===== src/hdl/bfb_pkg.sv =====
// Shared constants and helpers for the beacon frame builder.
// Holds the frame layout offsets, fixed field bytes and the rate tables.
// No dependencies.
`default_nettype none

package bfb_pkg;

   // Widths of the stream payloads, padded to whole bytes.
   localparam int unsigned REQ_DATA_W = 72;
   localparam int unsigned RSP_DATA_W = 80;

   // SSID store geometry.
   localparam int unsigned MAX_SSID_BYTES = 32;
   localparam int unsigned SSID_ADDR_W    = $clog2(MAX_SSID_BYTES);
   localparam int unsigned SSID_CNT_W     = SSID_ADDR_W + 1;

   // Frame byte positions.
   localparam logic [6:0] POS_FC0       = 7'd0;
   localparam logic [6:0] POS_DA_FIRST  = 7'd4;
   localparam logic [6:0] POS_SA_FIRST  = 7'd10;
   localparam logic [6:0] POS_BSSID_END = 7'd21;
   localparam logic [6:0] POS_INTERVAL  = 7'd32;
   localparam logic [6:0] POS_CAP_LO    = 7'd34;
   localparam logic [6:0] POS_CAP_HI    = 7'd35;
   localparam logic [6:0] POS_SSID_LEN  = 7'd37;
   localparam logic [6:0] POS_SSID_DATA = 7'd38;
   localparam logic [6:0] FIXED_LENGTH  = 7'd51;

   // Offsets inside the tail that follows the SSID bytes.
   localparam logic [6:0] TAIL_RATES_ID  = 7'd0;
   localparam logic [6:0] TAIL_RATES_LEN = 7'd1;
   localparam logic [6:0] TAIL_RATE_LAST = 7'd9;
   localparam logic [6:0] TAIL_DS_ID     = 7'd10;
   localparam logic [6:0] TAIL_DS_LEN    = 7'd11;
   localparam logic [6:0] TAIL_CHANNEL   = 7'd12;

   // Fixed byte values.
   localparam logic [7:0] BYTE_BEACON_FC = 8'h80;
   localparam logic [7:0] BYTE_BROADCAST = 8'hFF;
   localparam logic [7:0] BYTE_INTERVAL  = 8'h64;
   localparam logic [7:0] BYTE_CAP_LO    = 8'h01;
   localparam logic [7:0] BYTE_CAP_HI    = 8'h04;
   localparam logic [7:0] BYTE_RATES_ID  = 8'h01;
   localparam logic [7:0] BYTE_RATES_LEN = 8'h08;
   localparam logic [7:0] BYTE_DS_ID     = 8'h03;
   localparam logic [7:0] BYTE_DS_LEN    = 8'h01;

   // Supported rates, eight entries per band.
   function automatic logic [7:0] rate_byte(input logic band_5g, input logic [2:0] idx);
      logic [7:0] r;
      if (band_5g) begin
         case (idx)
            3'd0:    r = 8'h8C;
            3'd1:    r = 8'h12;
            3'd2:    r = 8'h98;
            3'd3:    r = 8'h24;
            3'd4:    r = 8'hB0;
            3'd5:    r = 8'h48;
            3'd6:    r = 8'h60;
            default: r = 8'h6C;
         endcase
      end else begin
         case (idx)
            3'd0:    r = 8'h82;
            3'd1:    r = 8'h84;
            3'd2:    r = 8'h8B;
            3'd3:    r = 8'h96;
            3'd4:    r = 8'h24;
            3'd5:    r = 8'h30;
            3'd6:    r = 8'h48;
            default: r = 8'h6C;
         endcase
      end
      return r;
   endfunction

endpackage

`default_nettype wire


===== src/hdl/beacon_frame_builder.sv =====
// Beacon frame builder top level: SSID store, byte-serial frame generator and word output.
// Depends on bfb_pkg for layout constants and the rate tables.
`default_nettype none

// Channel   Direction  Beat contents
// req_*     in         one SSID byte (optional), end mark, address, channel, band
// rsp_*     out        one frame word of up to eight bytes, end mark, length
//
// An item without an end mark adds its SSID byte, if it has one, to the store. The end
// item starts the frame, which is generated one byte per cycle into a 64-bit shift
// register, pausing at each word boundary: each word takes eight byte fetches, then the
// last byte lands and the word is handed over, and a frame is ceil(length/8) words.
// The SSID memory is read one byte a cycle with a registered read port, which sets the
// byte pipeline. Reset is synchronous and clears the control state only; the SSID memory
// is never cleared, as only entries written for the current SSID are read. A stalled
// result channel holds the finished word and halts the byte generator, and no input is
// accepted until the whole frame has been handed to the output register.

module beacon_frame_builder
   import bfb_pkg::*;
(
   input  wire logic                  clock,
   input  wire logic                  reset,
   // ssid_byte[7:0], station_addr[55:8], channel_num[63:56], band_5g[64], zero pad
   input  wire logic [REQ_DATA_W-1:0] req_tdata,
   // has_byte[0]
   input  wire logic                  req_tuser,
   input  wire logic                  req_tlast,
   input  wire logic                  req_tvalid,
   output logic                       req_tready,
   // frame_word[63:0], valid_bytes[67:64], frame_length[74:68], zero pad
   output logic [RSP_DATA_W-1:0]      rsp_tdata,
   output logic                       rsp_tlast,
   output logic                       rsp_tvalid,
   input  wire logic                  rsp_tready
);

   localparam logic ST_IDLE = 1'b0;
   localparam logic ST_RUN  = 1'b1;

   // Input fields.
   logic [7:0]  in_ssid_byte;
   logic [47:0] in_station_addr;
   logic [7:0]  in_channel_num;
   logic        in_band_5g;
   logic        req_take;

   assign in_ssid_byte    = req_tdata[7:0];
   assign in_station_addr = req_tdata[55:8];
   assign in_channel_num  = req_tdata[63:56];
   assign in_band_5g      = req_tdata[64];

   logic state_ff, state_in;
   assign req_tready = (state_ff == ST_IDLE);
   assign req_take   = req_tvalid && req_tready;

   // Byte fetch stage: the position counter runs over the frame rounded up to whole words,
   // so that the tail of the last word is filled with zero bytes.
   logic [6:0] pos_ff, pos_in;
   logic       fetch_done_ff, fetch_done_in;
   logic       fetch;
   logic       fetch_last;

   // SSID store and fill count.
   logic [7:0]            ssid_mem [MAX_SSID_BYTES];
   logic [SSID_CNT_W-1:0] ssid_count_ff, ssid_count_in;
   logic                  store_we;
   logic [SSID_CNT_W-1:0] count_after;
   logic [7:0]            rd_data_ff;
   logic [6:0]            rd_pos;

   assign store_we    = req_take && req_tuser && (ssid_count_ff < SSID_CNT_W'(MAX_SSID_BYTES));
   assign count_after = store_we ? ssid_count_ff + SSID_CNT_W'(1) : ssid_count_ff;

   always_comb begin
      ssid_count_in = ssid_count_ff;
      if (req_take) begin
         ssid_count_in = req_tlast ? '0 : count_after;
      end
   end

   // The memory is addressed by the offset of the byte being fetched within the SSID.
   assign rd_pos = pos_ff - POS_SSID_DATA;

   always_ff @(posedge clock) begin
      if (store_we) begin
         ssid_mem[ssid_count_ff[SSID_ADDR_W-1:0]] <= in_ssid_byte;
      end
      rd_data_ff <= ssid_mem[rd_pos[SSID_ADDR_W-1:0]];
   end

   // Frame parameters captured from the end item.
   logic [SSID_CNT_W-1:0] len_ff, len_in;
   logic [6:0]            frame_len_ff, frame_len_in;
   logic [47:0]           addr_ff, addr_in;
   logic [7:0]            chan_ff, chan_in;
   logic                  band_ff, band_in;

   // Byte stage: the fetched position, registered in the same cycle as the memory read, meets its read data.
   logic [6:0] pos1_ff, pos1_in;
   logic       v1_ff, v1_in;
   logic       v1_completes;

   // Word assembly.
   logic [63:0] word_ff, word_in;
   logic        wdone_ff, wdone_in;

   // Output register.
   logic [63:0] out_word_ff, out_word_in;
   logic [3:0]  out_valid_ff, out_valid_in;
   logic        out_end_ff, out_end_in;
   logic [6:0]  out_len_ff, out_len_in;
   logic        rsp_valid_ff, rsp_valid_in;
   logic        load_out;

   assign v1_completes = v1_ff && (pos1_ff[2:0] == 3'd7);
   assign fetch        = (state_ff == ST_RUN) && !fetch_done_ff && !wdone_ff && !v1_completes;
   assign fetch_last   = (pos_ff[2:0] == 3'd7) && ((pos_ff + 7'd1) >= frame_len_ff);
   assign load_out     = wdone_ff && (!rsp_valid_ff || rsp_tready);

   // Frame byte for the position held in the byte stage.
   logic [6:0] ssid_end;
   logic [6:0] tail_rel;
   logic [6:0] rate_rel;
   logic [7:0] frame_byte;

   assign ssid_end = POS_SSID_DATA + 7'(len_ff);
   assign tail_rel = pos1_ff - ssid_end;
   assign rate_rel = tail_rel - 7'd2;

   always_comb begin
      frame_byte = 8'h00;
      if (pos1_ff == POS_FC0) begin
         frame_byte = BYTE_BEACON_FC;
      end else if (pos1_ff >= POS_DA_FIRST && pos1_ff < POS_SA_FIRST) begin
         frame_byte = BYTE_BROADCAST;
      end else if (pos1_ff >= POS_SA_FIRST && pos1_ff <= POS_BSSID_END) begin
         frame_byte = addr_ff[47:40];
      end else if (pos1_ff == POS_INTERVAL) begin
         frame_byte = BYTE_INTERVAL;
      end else if (pos1_ff == POS_CAP_LO) begin
         frame_byte = BYTE_CAP_LO;
      end else if (pos1_ff == POS_CAP_HI) begin
         frame_byte = BYTE_CAP_HI;
      end else if (pos1_ff == POS_SSID_LEN) begin
         frame_byte = 8'(len_ff);
      end else if (pos1_ff >= POS_SSID_DATA && pos1_ff < ssid_end) begin
         frame_byte = rd_data_ff;
      end else if (pos1_ff >= ssid_end) begin
         if (tail_rel == TAIL_RATES_ID) begin
            frame_byte = BYTE_RATES_ID;
         end else if (tail_rel == TAIL_RATES_LEN) begin
            frame_byte = BYTE_RATES_LEN;
         end else if (tail_rel <= TAIL_RATE_LAST) begin
            frame_byte = rate_byte(band_ff, rate_rel[2:0]);
         end else if (tail_rel == TAIL_DS_ID) begin
            frame_byte = BYTE_DS_ID;
         end else if (tail_rel == TAIL_DS_LEN) begin
            frame_byte = BYTE_DS_LEN;
         end else if (tail_rel == TAIL_CHANNEL) begin
            frame_byte = chan_ff;
         end
      end
   end

   // Output word bookkeeping from the completing position.
   logic       word_is_last;
   logic [6:0] bytes_left;

   assign word_is_last = (pos1_ff + 7'd1) >= frame_len_ff;
   assign bytes_left   = frame_len_ff - {pos1_ff[6:3], 3'b000};

   always_comb begin
      state_in      = state_ff;
      len_in        = len_ff;
      frame_len_in  = frame_len_ff;
      addr_in       = addr_ff;
      chan_in       = chan_ff;
      band_in       = band_ff;
      pos_in        = pos_ff;
      fetch_done_in = fetch_done_ff;
      pos1_in       = pos1_ff;
      v1_in         = fetch;
      word_in       = word_ff;
      wdone_in      = wdone_ff;
      out_word_in   = out_word_ff;
      out_valid_in  = out_valid_ff;
      out_end_in    = out_end_ff;
      out_len_in    = out_len_ff;
      rsp_valid_in  = rsp_valid_ff;

      if (rsp_valid_ff && rsp_tready) begin
         rsp_valid_in = 1'b0;
      end

      case (state_ff)
         ST_IDLE: begin
            if (req_take && req_tlast) begin
               state_in      = ST_RUN;
               len_in        = count_after;
               frame_len_in  = FIXED_LENGTH + 7'(count_after);
               addr_in       = in_station_addr;
               chan_in       = in_channel_num;
               band_in       = in_band_5g;
               pos_in        = '0;
               fetch_done_in = 1'b0;
            end
         end
         ST_RUN: begin
            if (fetch) begin
               pos1_in = pos_ff;
               pos_in  = pos_ff + 7'd1;
               if (fetch_last) begin
                  fetch_done_in = 1'b1;
               end
            end
            if (v1_ff) begin
               word_in = {word_ff[55:0], frame_byte};
               // The address register rotates a byte per use, so it is whole again
               // after each of its two copies.
               if (pos1_ff >= POS_SA_FIRST && pos1_ff <= POS_BSSID_END) begin
                  addr_in = {addr_ff[39:0], addr_ff[47:40]};
               end
               if (pos1_ff[2:0] == 3'd7) begin
                  wdone_in = 1'b1;
               end
            end
            if (load_out) begin
               wdone_in     = 1'b0;
               rsp_valid_in = 1'b1;
               out_word_in  = word_ff;
               out_end_in   = word_is_last;
               out_valid_in = word_is_last ? bytes_left[3:0] : 4'd8;
               out_len_in   = frame_len_ff;
            end
            if (fetch_done_ff && !v1_ff && !wdone_ff) begin
               state_in = ST_IDLE;
            end
         end
         default: begin
            state_in = ST_IDLE;
         end
      endcase
   end

   always_ff @(posedge clock) begin
      if (reset) begin
         state_ff      <= ST_IDLE;
         ssid_count_ff <= '0;
         fetch_done_ff <= 1'b1;
         v1_ff         <= 1'b0;
         wdone_ff      <= 1'b0;
         rsp_valid_ff  <= 1'b0;
      end else begin
         state_ff      <= state_in;
         ssid_count_ff <= ssid_count_in;
         fetch_done_ff <= fetch_done_in;
         v1_ff         <= v1_in;
         wdone_ff      <= wdone_in;
         rsp_valid_ff  <= rsp_valid_in;
      end
   end

   always_ff @(posedge clock) begin
      len_ff       <= len_in;
      frame_len_ff <= frame_len_in;
      addr_ff      <= addr_in;
      chan_ff      <= chan_in;
      band_ff      <= band_in;
      pos_ff       <= pos_in;
      pos1_ff      <= pos1_in;
      word_ff      <= word_in;
      out_word_ff  <= out_word_in;
      out_valid_ff <= out_valid_in;
      out_end_ff   <= out_end_in;
      out_len_ff   <= out_len_in;
   end

   assign rsp_tvalid = rsp_valid_ff;
   assign rsp_tlast  = out_end_ff;
   assign rsp_tdata  = {5'b00000, out_len_ff, out_valid_ff, out_word_ff};

endmodule

`default_nettype wire

===== config.mk =====
export PLATFORM = sky130hd
export DESIGN_NAME = beacon_frame_builder
export DESIGN_NICKNAME = d
export VERILOG_FILES = /design/src/hdl/bfb_pkg.sv /design/src/hdl/beacon_frame_builder.sv
export SDC_FILE = /design/constraint.sdc
export NUM_CORES = 1
export LEC_CHECK = 0
export BUFFER_PORTS_ARGS = -buffer_cell sky130_fd_sc_hd__buf_2
export CORE_ASPECT_RATIO = 1.4
export CORE_MARGIN = 2
export CORE_UTILIZATION = 45
export CTS_BUF_LIST = sky130_fd_sc_hd__clkbuf_8
export DETAILED_ROUTE_END_ITERATION = 16
export GPL_TIMING_DRIVEN = 0
export PLACE_DENSITY = 0.66
export SYNTH_ARGS = -nofsm -noshare
export SYNTH_HDL_FRONTEND = slang
export SYNTH_SLANG_ARGS = --single-unit

===== constraint.sdc =====
create_clock -name clock -period 5.2 [get_ports clock]
set_clock_uncertainty 0.1 [all_clocks]
set_input_delay 0.26 -clock clock [delete_from_list [all_inputs] [get_ports clock]]
set_output_delay 0.26 -clock clock [all_outputs]
set_load 0.005 [all_outputs]

==> results of run 1 <==
stage by stage:
step | instance area (µm²) | util, % | TNS [ps] | power [µW]
after global placement | 21500 | 48.8 | -160790 | 4990
after detailed placement | 21600 | 49.0 | 0 | 5000
after CTS | 23700 | 53.7 | 0 | 8150
after floorplan | 20100 | - | 0 | 4830
final | 23700 | 53.7 | 0 | 8060
after global routing | 23700 | 53.7 | 0 | 8350
worst max-delay path, stage by stage, from the launching register on:
cell,delay [ps]
edfxtp_1,530
inv_1,160
ha_1,170
inv_1,50
fa_1,420
xor2_1,450
inv_2,150
ha_1,330
clkbuf_1,360
nand2b_1,220
a31o_2,290
a32oi_1,140
o21ai_0,130
a211oi_1,330
nor3_1,90
metal layers:
layer / track usage [%] / wire length, µm / share of wire (%)
met1: 20.9 / 16100 / 37
met2: 35.4 / 24000 / 55
met3: 3.27 / 1950 / 4.5
met4: 9.63 / 1690 / 3.9
met5: 0 / 11 / 0.025
layout make-up:
type	count	area [µm²]
Antenna cell	2	5.00
Buffer	47	231
Clock buffer	77	1060
Clock inverter	58	378
Fill cell	3450	20400
Inverter	35	131
Multi-Input combinational cell	520	4930
Sequential cell	499	14800
Tap cell	558	698
Timing Repair Buffer	214	1430
path summary, 6_finish.rpt:
check	startpoint	end	slack, ps	depth (start not counted)
hold / removal	req_tdata[5]	ssid_mem[13][5]$_DFFE_PP_	60	1
hold reg to reg	word_ff[58]$_DFFE_PP_	out_word_ff[58]$_DFFE_PP_	330	0
setup / recovery	pos1_ff[0]$_DFFE_PP_	word_ff[2]$_SDFFCE_PP0P_	1010	14
setup reg to reg	pos1_ff[0]$_DFFE_PP_	word_ff[2]$_SDFFCE_PP0P_	1010	14
where the power goes:
group	internal (µW)	leakage, µW	switching [µW]
clock network	1590	0.000801	1510
logic	226	0.00291	270
registers	4440	0.00450	23.1
cell usage in the layout (no fill, tap or decap), types with 4 or more instances in the layout:
cell type	netlist	routed
o2111ai_1	5	5
mux4_2	80	80
buf_2	5	153
inv_1	33	53
a21oi_1	26	26
xnor2_1	17	17
a31oi_1	9	9
o21bai_1	4	4
buf_6	4	4
bufinv_16	0	4
nand2_1	34	34
clkinv_1	0	19
and3_1	7	7
and2_1	9	8
mux2_2	56	56
nor2b_1	8	7
clkinv_2	0	7
a22oi_1	6	6
ha_1	37	37
nor2_1	74	74
dfxtp_1	19	19
a21o_1	9	8
nand3_1	15	15
nand4_1	4	4
xor2_1	9	9
clkbuf_8	0	77
nor3_1	12	12
clkbuf_1	31	31
nand2b_1	10	10
o21ai_0	23	23
a211oi_1	6	6
dlygate4sd3_1	0	63
buf_4	5	5
edfxtp_1	480	480
conb_1	1	5
flip-flops by register name, summed over array words and instances, names as in the netlist, 4 cells and up:
| name | cells |
|---|---|
| rd_data_ff | 8 |
| word_ff | 64 |
| addr_ff | 48 |
| ssid_count_ff | 6 |
| pos1_ff | 7 |
| out_valid_ff | 4 |
| out_word_ff | 64 |
| len_ff | 6 |
| frame_len_ff | 7 |
| ssid_mem | 256 |
| out_len_ff | 7 |
| pos_ff | 7 |
| chan_ff | 8 |
cell families after synthesis:
family          Yosys count  share of synthesized area, %
flops                   499                          73.7
simple gates            192                          4.58
mux                     139                          12.3
compound gates          117                          3.83
buf+inv                  82                          1.81
fa+ha+maj                39                          2.46
xor+xnor                 28                          1.30
other cells               1                        0.0187
==> impl_results.md, run 1 <==
- Synth area leader: edfxtp_1
- H-tree depth: 3
- Hpwl dp: 29,600 µm
- Initial antenna violation count: 2
- Vias post-DR: approximately 11k
- Layout cell share with drive strength beyond 1: ~29%
- Top-count cell post-synth: edfxtp_1
- Flops & latches, synth: between 400 and 500
- Synth cell types: between 60 and 70
- Maximum root-to-sink buffer count: 3
- TritonCTS Buffers: 76
- Peak Freq: ~240 MHz
- Largest net degree at the start of global routing: between 60 and 70
- Number of port buffers: 148
- Placer Congestion: 0.892
- PostCTS Resize Cnt: 0
- Setup WS pre-CTS: roughly 1100 ps
- Postcts setup bufs: 0
- Core area: roughly 44,000 µm²
- Vias per Instance: 5.44
- Die area: ~46,000 µm²
- Iteration-0 DRC Markers: about 760
- # rows: 91
- Slew Viols, Final: 0
- Async SR Flop Fraction: 0%
- Critical path class: register to register
- First-pass iteration count of the detailed router: 6
- Top FF cell, synth: edfxtp_1
- CTS tree: done
- Pwr Density: 341 nW/µm²
- Synth area leaders: edfxtp_1, mux4_2, mux2_2, ha_1, dfxtp_1
- Final #Nets: about 1.5k
- Post-synth EDFFs: 480
- Hold_buf cts: 63
- Post-synth top cells: edfxtp_1, mux4_2, nor2_1, mux2_2, ha_1
- CP max FO: 10
- Ports: 161
- Slew @ Worst Pin: 1020 ps
- Number of global-route vias before repair: ~11k
- DR DRC count: 0
- Clock Sinks: 499
- Unrepaired setup endpoints after global routing: no
- Fin. Hold Viols: 0
- Maximum vdd drop: approximately 0.00021 V
- Avg Inst Size Synth: approximately 18 µm²
- Synthesis-to-finish area growth: 17.9%
- Synth top area share: between 70% and 80%
- Outcome: finished clean
- Share of the cycle needed by the critical path after routing: roughly four fifths
- Yosys warnings: 0
- Startpoint Class: register
- CTS clk-pin slew, worst paths: roughly 60 ps
- Avg WL per Cell: around 22 µm
- Final wirelength: 43,700 µm
- Critical Path AT: 4470 ps
- Hold Path Class: input pin to register
- WHS: approximately 59 ps
- Chip width: 182 µm
- Max Cap Viol: 0
- Leak: slightly above 0.008 µW
- Routed Antenna Nets: 0
- Global-route wire length before repair: about 66,000 µm
- Min setup slack post-route: about 1000 ps
- Placed instance count: 1,810
- Tightest slew margin relative to the limit: around a third
- Sequential-to-total area share from yosys stat: about three quarters
- Initial Util: a little under half
- Synthesized cell area: around 20,000 µm²
- Finished Layout Cells: 2,010
- Total GRT Usage: a little under a fifth
- Fin crit period: 4190 ps
- Critical path required time: between 5000 and 6000 ps
- Endpoints failing setup: 0
- Die Y: 254 µm
- Post-Syn Instances: about 1.1k
- CP Capture Type: register
- Clk_lat worst skew: 650 ps
- GR Overflow Total: 0
- Clock root buffer: clkbuf_8
Power figures use the tool's default switching activity.
==> run 2, diff against run 1 <==
Clock period 5.2 ns to 3.67 ns, I/O delays scaled along.
==> impl_results.md, run 2 (synthesis gave the netlist of run 1 again) <==
- Layout cell share with drive strength beyond 1: 29.4% (+0.90 points)
- Outcome: finished clean
- Min setup slack post-route: 121 ps (-890 ps)
- Pwr Density: 490 nW/µm² (+44%)
- Most frequent cells in the layout: edfxtp_1, buf_2, mux4_2
- Placer Congestion: 0.888 (-0.45%)
- CTS tree: done
- H-tree depth: 3 (unchanged)
- Peak Freq: 282 MHz (+18%)
- DR DRC count: 0 (unchanged)
- Die Y: 254 µm (unchanged)
- Area of the multi-input gates: 4980 µm² (+0.91%)
- Clock Sinks: 499 (unchanged)
- Fin crit period: 3550 ps (-640 ps)
- Core area: 44,100 µm² (unchanged)
- Iteration-0 DRC Markers: 655 (-13%)
- Max Cap Viol: 0 (unchanged)
- Setup tns final: 0 ps (unchanged)
- Chip width: 182 µm (unchanged)
- Critical path required time: 3960 ps (-1520 ps)
- Util after Layout: 54.4% (+0.66 points)
- Global-route wire length before repair: 65,200 µm (-0.78%)
- First-pass iteration count of the detailed router: 5 (-1)
- Hpwl dp: 29,500 µm (-0.43%)
- Vias post-DR: 10.8k (-0.96%)
- Hold Path Class: input pin to register
- Total GRT Usage: 19.1% (about the same)
- Largest net degree at the start of global routing: 66 (unchanged)
- Share of the cycle needed by the critical path after routing: 96.7% (+16 points)
- Startpoint Class: register
- Synthesis-to-finish area growth: 19.4%
- Max reg flops: 256 (unchanged)
- Critical Path AT: 3840 ps (-630 ps)
- CP max FO: 10 (unchanged)
- Total power: 11,700 µW (+46%)
- Slew @ Worst Pin: 1040 ps (+25.2 ps)
- Endpoints failing setup: 0 (unchanged)
- Critical path class: register to register
- Maximum root-to-sink buffer count: 3 (unchanged)
- Clk_lat worst skew: 670 ps (+20 ps)
- GR Overflow Total: 0 (unchanged)
- Die area: 46,300 µm² (unchanged)
- Fin. Hold Viols: 0 (unchanged)
- Maximum vdd drop: 0.000294 V (+40%)
- Vias per Instance: 5.34 (-1.8%)
- Leak: 0.00834 µW (+1.6%)
- Initial antenna violation count: 4 (+2)
- Fillers: 3,495 (+1.3%)
- CP Capture Type: register
- Ports: 161 (unchanged)
- Slew Viols, Final: 0 (unchanged)
- Tightest slew margin relative to the limit: 30.3% (-1.7 points)
- Final #Nets: 1,520 (+0.73%)
- TritonCTS Buffers: 76 (unchanged)
- CTS clk-pin slew, worst paths: 60 ps (about the same)
- Avg WL per Cell: 21.5 µm (-1.4%)
- Register Area: 14,800 µm² (unchanged)
- Clock root buffer: clkbuf_8
- Setup WS pre-CTS: -582 ps (-1680 ps)
- # rows: 91 (unchanged)
- Initial Util: 45.5% (unchanged)
- Number of global-route vias before repair: 11.3k (-0.17%)
- Routed Antenna Nets: 0 (unchanged)
- Most common cell after layout, fill and taps aside: edfxtp_1
- Number of port buffers: 148 (unchanged)
- Final wirelength: 43,500 µm (-0.55%)
## run 2: changes by cell type in the layout (fill, tap and decap cells not counted), sizes merged, moves of 2 or more
cell	before	now
clkinv	27	24
dlygate4sd3	63	72
buf	167	170
inv	59	63
bufinv	4	6
## run 2: routing by layer
metal | global-route usage (%) | part of all wire [%] | up-vias
li1 | - | - | 4983
met1 | 20.5 | 36 | 5363
met2 | 35.0 | 54 | 356
met3 | 3.43 | 4.6 | 117
met4 | 11.1 | 5.0 | 2
met5 | 0 | 0.030 | -
## run 2: worst paths after layout
kind	from	slack (ps)	endpoint	cells past startpoint
hold / removal	req_tdata[59]	180	chan_ff[3]$_DFFE_PP_	2
hold reg to reg	word_ff[56]$_DFFE_PP_	330	out_word_ff[56]$_DFFE_PP_	0
setup / recovery	pos1_ff[0]$_DFFE_PP_	120	word_ff[2]$_SDFFCE_PP0P_	15
setup reg to reg	pos1_ff[0]$_DFFE_PP_	120	word_ff[2]$_SDFFCE_PP0P_	15
## run 2: layout make-up
| cell class | instances | area share (%) |
|---|---|---|
| inverters | 35 | 0.548 |
| clock buffers | 79 | 4.54 |
| diodes | 3 | 0.0313 |
| clock inverters | 62 | 2.00 |
| flip-flops and latches | 499 | 61.8 |
| plain buffers | 47 | 0.972 |
| repair buffers | 225 | 6.45 |
| multi-input cells | 520 | 20.8 |
| well taps | 558 | 2.91 |
## run 2: power breakdown
| part | switching, µW | internal, µW | leakage, µW |
|---|---|---|---|
| sequential | 32.3 | 6290 | 0.00450 |
| clock | 2210 | 2480 | 0.000874 |
| combinational | 388 | 334 | 0.00297 |
| total | 2630 | 9100 | 0.00834 |
## run 2: worst max-delay path, cell delays in order, from the launching register on
cell and delay (ps):
edfxtp_1 460, inv_1 150, ha_1 200, inv_1 60
fa_1 440, xor2_2 210, inv_2 90, ha_1 300
buf_2 200, nand2b_4 110, a21oi_1 70, a31o_2 240
a32oi_1 130, o21ai_0 150, a211oi_2 290, nor3_1 80
## run 2: repair_timing
action	in CTS	in global routing
resized for setup	4	6
hold endpoints to repair	323	0
setup buffers	2	0
pin swaps	1	2
hold buffers	72	0
gates cloned	0	0
endpoints found under the setup margin	8	5
## run 2: per-stage QoR
stage | hold WS, ps | instances | cell area, µm²
global route | 162 | 2027 | 24000
detailed placement | 263 | 1810 | 21600
global placement | 264 | 1807 | 21500
CTS | 144 | 2025 | 23900
floorplan | 182 | 1101 | 20100
finish | 184 | 2028 | 24000
